[src/rtl/core/assert_macros.svh]
// Assertion macros shared by the meter RTL.
`ifndef ASSERT_MACROS_SVH
`define ASSERT_MACROS_SVH
`ifndef ASSERT_OFF
`define ASSERT_IMPL(label, clk, rst_n, prop) \
	label: assert property (@(posedge clk) disable iff (!rst_n) (prop)) \
		else $error("assertion failed");
`define ASSERT_NEXT(label, clk, rst_n, cond, prop) \
	label: assert property (@(posedge clk) disable iff (!rst_n) (cond) |=> (prop)) \
		else $error("assertion failed");
`else
`define ASSERT_IMPL(label, clk, rst_n, prop)
`define ASSERT_NEXT(label, clk, rst_n, cond, prop)
`endif
`endif

[src/rtl/core/ssnr_pkg.sv]
package ssnr_pkg;
	localparam int unsigned DbPerLog2Q16 = 197283;
	localparam int unsigned FrameLenReset = 160;

	typedef enum logic [3:0] {
		ST_IDLE,
		ST_ACC,
		ST_FLOG_S,
		ST_FLOG_E,
		ST_FMUL,
		ST_FSUM,
		ST_TLOG_S,
		ST_TLOG_E,
		ST_TMUL,
		ST_DIV,
		ST_OUT
	} state_t;

	typedef struct packed {
		logic        start;
		logic [63:0] value;
	} log_req_t;

	typedef struct packed {
		logic        done;
		logic [21:0] result;
	} log_rsp_t;
endpackage

[src/rtl/core/ssnr_log2.sv]
module ssnr_log2
	import ssnr_pkg::*;
(
	input  logic     clk,
	input  logic     arst_n,
	input  log_req_t req,
	output log_rsp_t rsp
);
	logic [63:0] norm_q;
	logic [5:0]  msb_q;
	logic [32:0] m_q;
	logic [15:0] frac_q;
	logic [4:0]  cnt_q;
	logic [1:0]  phase_q;
	logic [65:0] sq;
	logic [34:0] sqs;

	assign sq  = {33'd0, m_q} * {33'd0, m_q};
	assign sqs = sq[65:31];

	always_ff @(posedge clk or negedge arst_n) begin
		if (!arst_n) begin
			phase_q <= 2'd0;
			cnt_q   <= 5'd0;
		end else begin
			case (phase_q)
				2'd0: if (req.start) begin
					norm_q  <= req.value;
					msb_q   <= 6'd63;
					phase_q <= 2'd1;
				end
				2'd1: begin
					if (norm_q[63] || msb_q == 6'd0) begin
						m_q     <= {1'b0, norm_q[63:32]};
						frac_q  <= 16'd0;
						cnt_q   <= 5'd0;
						phase_q <= 2'd2;
					end else begin
						norm_q <= norm_q << 1;
						msb_q  <= msb_q - 6'd1;
					end
				end
				2'd2: begin
					if (sqs[32]) begin
						m_q    <= sqs[33:1];
						frac_q <= {frac_q[14:0], 1'b1};
					end else begin
						m_q    <= sqs[32:0];
						frac_q <= {frac_q[14:0], 1'b0};
					end
					cnt_q <= cnt_q + 5'd1;
					if (cnt_q == 5'd15) phase_q <= 2'd3;
				end
				default: phase_q <= 2'd0;
			endcase
		end
	end

	assign rsp.done   = (phase_q == 2'd3);
	assign rsp.result = {msb_q, frac_q};
endmodule

[config.mk]
export PLATFORM = sky130hd
export DESIGN_NAME = ssnr_log2
export DESIGN_NICKNAME = d
export VERILOG_FILES = /design/src/rtl/core/assert_macros.svh /design/src/rtl/core/ssnr_pkg.sv /design/src/rtl/core/ssnr_log2.sv
export SDC_FILE = /design/constraint.sdc
export NUM_CORES = 2
export LEC_CHECK = 0
export BUFFER_PORTS_ARGS = -buffer_cell sky130_fd_sc_hd__buf_4
export CORE_ASPECT_RATIO = 0.6
export CORE_MARGIN = 8
export CORE_UTILIZATION = 58
export CTS_BUF_LIST = sky130_fd_sc_hd__clkbuf_16
export DETAILED_ROUTE_END_ITERATION = 10
export HOLD_SLACK_MARGIN = 0.03
export PLACE_DENSITY = 0.77
export SETUP_SLACK_MARGIN = 0.2
export SYNTH_ARGS = -nofsm -noshare
export SYNTH_HDL_FRONTEND = slang
export SYNTH_SLANG_ARGS = --single-unit
export TNS_END_PERCENT = 30
[constraint.sdc]
create_clock -name clk -period 11.29 [get_ports clk]
set_clock_uncertainty 0.1 [all_clocks]
set_input_delay 1.129 -clock clk [delete_from_list [all_inputs] [get_ports clk]]
set_output_delay 1.129 -clock clk [all_outputs]
set_load 0.03 [all_outputs]
# == After elaboration in Yosys (flattened, before gate mapping) ==
# Cells that the tools add are included.
# totals
register_bits,126
input_bits,67
out_inout_bits,23
elab_cells,44
# op_classes
addsub,2
mul,1
n_eq_ne,8
mux,18
n_reduce_logical,9
# ops
operator,count
2-to-1 mux 64 bit,2
case mux 64 bit (2 select lines),1
2-to-1 mux 33 bit,2
case mux 33 bit (2 select lines),1
multiplier 33 x 33 -> 65 bit,1
case mux 16 bit (2 select lines),1
2-to-1 mux 16 bit,1
2-to-1 mux 6 bit,2
case mux 6 bit (2 select lines),1
case mux 5 bit (2 select lines),1
"!= test 2 bit, second input constant",4
logical NOT 6 bit,1
2-to-1 mux 2 bit,3
case mux 2 bit (3 select lines),1
AND reduction 3 bit,2
"subtractor 6 x 1 -> 6 bit, second input constant",1
"adder 5 x 1 -> 5 bit, second input constant",1
"== test 5 x 4 -> 1 bit, second input constant",1
2-to-1 mux 5 bit,1
"== test 2 bit, second input constant",2
AND reduction 4 bit,1
nonzero test 2 bit,2
"== test 2 x 1 -> 1 bit, second input constant",1
logical NOT 2 bit,1
3 further kinds,3

# == Logic depth before layout (Yosys ltp) ==
# logic_depth
depth_word,4
depth_mapped,33
mapped_depth_nobuf,29

# == Least setup slack after synthesis ==
# OpenSTA, ideal clock, no wires.
# synth_timing
path_type,reg2reg
from,register m_q[11]
to,"register m_q[5], data pin"
setup_ns,0.261
arrival_ns,7.524
t_required_ns,10.929
setup_slack_ns,3.405
path_stages_with_launch,30
path_buffers,4
synth_period_minus_slack_ns,7.885
path_cell_list,edfxtp_1 -> clkbuf_1 -> clkbuf_1 -> nand2_1 -> fa_1 -> inv_1 -> fa_1 -> fa_1 -> inv_1 -> fa_1 -> inv_1 -> fa_1 -> fa_1 -> fa_1 -> inv_1 -> fa_1 -> inv_1 -> ha_1 -> buf_2 -> nand2_1 -> o21ai_2 -> a41o_1 -> nand4_2 -> or3_4 -> o21ai_4 -> a31oi_4 -> xnor2_2 -> buf_6 -> and3_1 -> a221o_1
# synth_between
elab_chain_cells,3
# synth_rtl
item,line_no,source
"start, declared",ssnr_log2.sv:11,logic [32:0] m_q;
"start signal, assigned",ssnr_log2.sv:34,"m_q <= {1'b0, norm_q[63:32]};"
"start signal, assigned",ssnr_log2.sv:45,m_q <= sqs[33:1];
"start signal, assigned",ssnr_log2.sv:48,m_q <= sqs[32:0];
multiplier 33 x 33 -> 65 bit,ssnr_log2.sv:18,"assign sq = {33'd0, m_q} * {33'd0, m_q};"
2-to-1 mux 33 bit,ssnr_log2.sv:44,if (sqs[32]) begin
case mux 33 bit (2 select lines),ssnr_log2.sv:26,case (phase_q)
# Every way passes these cells.
# A chain may end at the register's enable or synchronous reset.

# == Worst setup path after layout ==
# layout_timing
from,register m_q[6]
to,"register m_q[21], data pin"
# Same word-level chain as after synthesis.

==> results.sh <==
export IMPL_drt_first_pass_iters=6
export IMPL_rsz0062_at_grt="false"
export IMPL_min_period_ns=10.16
export IMPL_synth_edff_count=119
export IMPL_area_growth_syn_to_layout_pct=5.85
export IMPL_grt_pass1_vias=27000
export IMPL_die_h_um=209
export IMPL_period_share_pct=90.0
export IMPL_yosys_top_cells_count="inv_1, fa_1, nand2_1"
export IMPL_required_ns=11.43
export IMPL_die_area_um2=70700
export IMPL_ys_seq_elements=126
export IMPL_hold_viol=0
export IMPL_crit_arrival_ns=10.30
export IMPL_relSlewSlack_pct=9.90
export IMPL_initial_core_util_pct=58.9
export IMPL_wirelength_um=92100
export IMPL_core_rowCount=70
export IMPL_placed_area_um2=37600
export IMPL_clock_sinks=126
export IMPL_ys_warn_count=0
export IMPL_worst_setup_path_start_kind="register"
export IMPL_yosys_area_top_type="fa_1"
export IMPL_synth_seq_area_share_pct=10.4
export IMPL_crit_type="reg -> reg"
export IMPL_drive_gt1_share_pct=7.08
export IMPL_io_pin_count=90
export IMPL_cts_tree="yes"
export IMPL_crit_path_frequent_cell="fa_1"
export IMPL_h_tree_depth=4
export IMPL_cpPeakStageDelay_ns=1.09
export IMPL_place_congestion=1.01
export IMPL_worstMarginPinSlew_ns=1.35
export IMPL_overflow=0
export IMPL_worstPathMaxFanout=27
export IMPL_ctsResizeCount=0
export IMPL_grt_max_degree=74
export IMPL_clock_path_buffers=2
export IMPL_vias=24900
export IMPL_cts_clk_slew_worst_paths_ns=0.06
export IMPL_end_kind="register"
export IMPL_synth_cells=3712
export IMPL_nFillCells=4944
export IMPL_run_status="finished, final reports clean"
export IMPL_cts_hold_buf=0
export IMPL_synth_top_area_share_pct=47.7
export IMPL_yosys_cell_count_top_type="inv_1"
export IMPL_crit_slowest_cell="edfxtp_1"
export IMPL_dp_hpwl_um=75600
export IMPL_multi_input_area_um2=27400
export IMPL_die_width_um=338
export IMPL_clk_root_buffer_cell="clkbuf_16"
export IMPL_fmax_mhz=98.5
export IMPL_vias_per_cell=5.45
export IMPL_seqCellArea_um2=3750
export IMPL_cts_buffers=17
export IMPL_cap_violations=0
export IMPL_num_antenna_cells=0
export IMPL_post_cts_repair_setup_buffers=0
export IMPL_clock_latency_ns=0.41
export IMPL_syn_cell_area_um2=36100
export IMPL_design_area_um2=38200
export IMPL_drc=0
export IMPL_ys_flop_type="edfxtp_1"
export IMPL_synth_nets=4914
export IMPL_drt_iter0_drc=2259
export IMPL_track_usage_pct=27.1
export IMPL_hold_path_class="reg -> reg"
export IMPL_slew_viol_final=0
export IMPL_fin_tns_setup_ns=0
export IMPL_wl_per_cell_um=20.2
export IMPL_antenna_left=0
export IMPL_layout_nets=4931
export IMPL_ys_types=80
export IMPL_antenna_found_initial=2
export IMPL_numPortBuffers=89
export IMPL_synth_area_leaders="fa_1, inv_1, edfxtp_1"
export IMPL_ys_async_sr_fraction_pct=5.56
export IMPL_avgSynthCellArea_um2=9.71
export IMPL_final_setup_viol_count=0
export IMPL_core_um2=61200
export IMPL_grt_pass1_wl_um=149000
-- cell usage in the layout, fill, tap and decap left out, types with 5 or more instances in the layout --
| cell | instances |
|---|---|
| o21ai_0 | 28 |
| o21bai_1 | 14 |
| clkinvlp_4 | 7 |
| nand4_1 | 21 |
| buf_4 | 139 |
| nor3_1 | 15 |
| inv_1 | 1165 |
| edfxtp_1 | 119 |
| xnor2_1 | 36 |
| o21ai_1 | 11 |
| mux2_2 | 64 |
| a221o_1 | 9 |
| a211o_1 | 5 |
| a21oi_1 | 63 |
| a21o_1 | 23 |
| nor2b_1 | 8 |
| nor2_1 | 87 |
| and2_1 | 214 |
| o21a_1 | 11 |
| dfrtp_1 | 7 |
| fa_1 | 859 |
| clkbuf_16 | 17 |
| nor4_1 | 6 |
| nand2_1 | 355 |
| o221ai_1 | 14 |
| and3_1 | 8 |
| nand3_1 | 30 |
| o211ai_1 | 10 |
| o31ai_1 | 6 |
| or2_2 | 7 |
| ha_1 | 274 |
| a31oi_1 | 8 |
| xor2_1 | 16 |
-- cell families after synthesis --
family / count (synthesis) / share of synthesized area (%)
buffers and inverters: 1308 / 13.7
adders and majority gates: 1135 / 57.3
and+or+nand+nor: 777 / 10.4
AOI/OAI and AO/OA: 244 / 4.72
DFF: 126 / 10.4
muxes: 68 / 2.11
xor gates and xnor gates: 54 / 1.35
-- worst max-delay path, delay by kind of cell (launching register included) --
kind                     cells  cell delay [ns]
adder cells (fa/ha/maj)      9             4.36
AO/OA/AOI/OAI                6             1.61
AND/OR/NAND/NOR              4             1.19
flip-flops                   1             1.09
XOR/XNOR                     1             0.95
buffers and inverters        5             0.64
-- flip-flops by register name (all words and copies together) (netlist names) --
signal and count:
phase_q 2, m_q 33, norm_q 64, frac_q 16, msb_q 6, cnt_q 5
-- layout make-up --
type | count | area share [%]
tap | 828 | 2.71
multi-input combinational | 2278 | 71.7
clock buffer | 17 | 1.11
clock inverter | 15 | 0.387
sequential | 126 | 9.82
inverter | 1167 | 11.5
timing repair buffer | 139 | 2.73
-- stage by stage --
step | hold slack (ns) | cells | setup WS [ns] | utilization (%)
floorplan | 0.350 | 3712 | 3.41 | -
global placement | 0.371 | 4538 | 1.62 | 61.4
detailed placement | 0.405 | 4538 | 1.53 | 61.4
CTS | 0.398 | 4570 | 1.45 | 62.3
global route | 0.420 | 4570 | 0.844 | 62.3
finish | 0.390 | 4570 | 1.13 | 62.3
-- worst paths after layout --
path                           from         end  slack [ns]  cells after the start
min in group asynchronous    arst_n  phase_q[0]        0.43                      1
max in group asynchronous    arst_n    cnt_q[3]       10.53                      1
setup / recovery             m_q[6]     m_q[21]        1.13                     25
setup reg to reg             m_q[6]     m_q[21]        1.13                     25
hold reg to reg            cnt_q[4]    cnt_q[4]        0.39                      2
hold / removal             cnt_q[4]    cnt_q[4]        0.39                      2
-- per-layer routing --
metal / share of wire, % / global-route usage (%) / wire [µm] / vias to the layer above
li1: - / - / - / 10900
met1: 42 / 38.8 / 38300 / 12500
met2: 42 / 39.2 / 38900 / 1339
met3: 14 / 10.4 / 12700 / 182
met4: 2.5 / 5.72 / 2280 / 2
met5: 0.018 / 0 / 17 / -
Power is left out: the tool's default activity adds up to more than one toggle a clock period on the data nets, which glitch-free logic cannot reach.
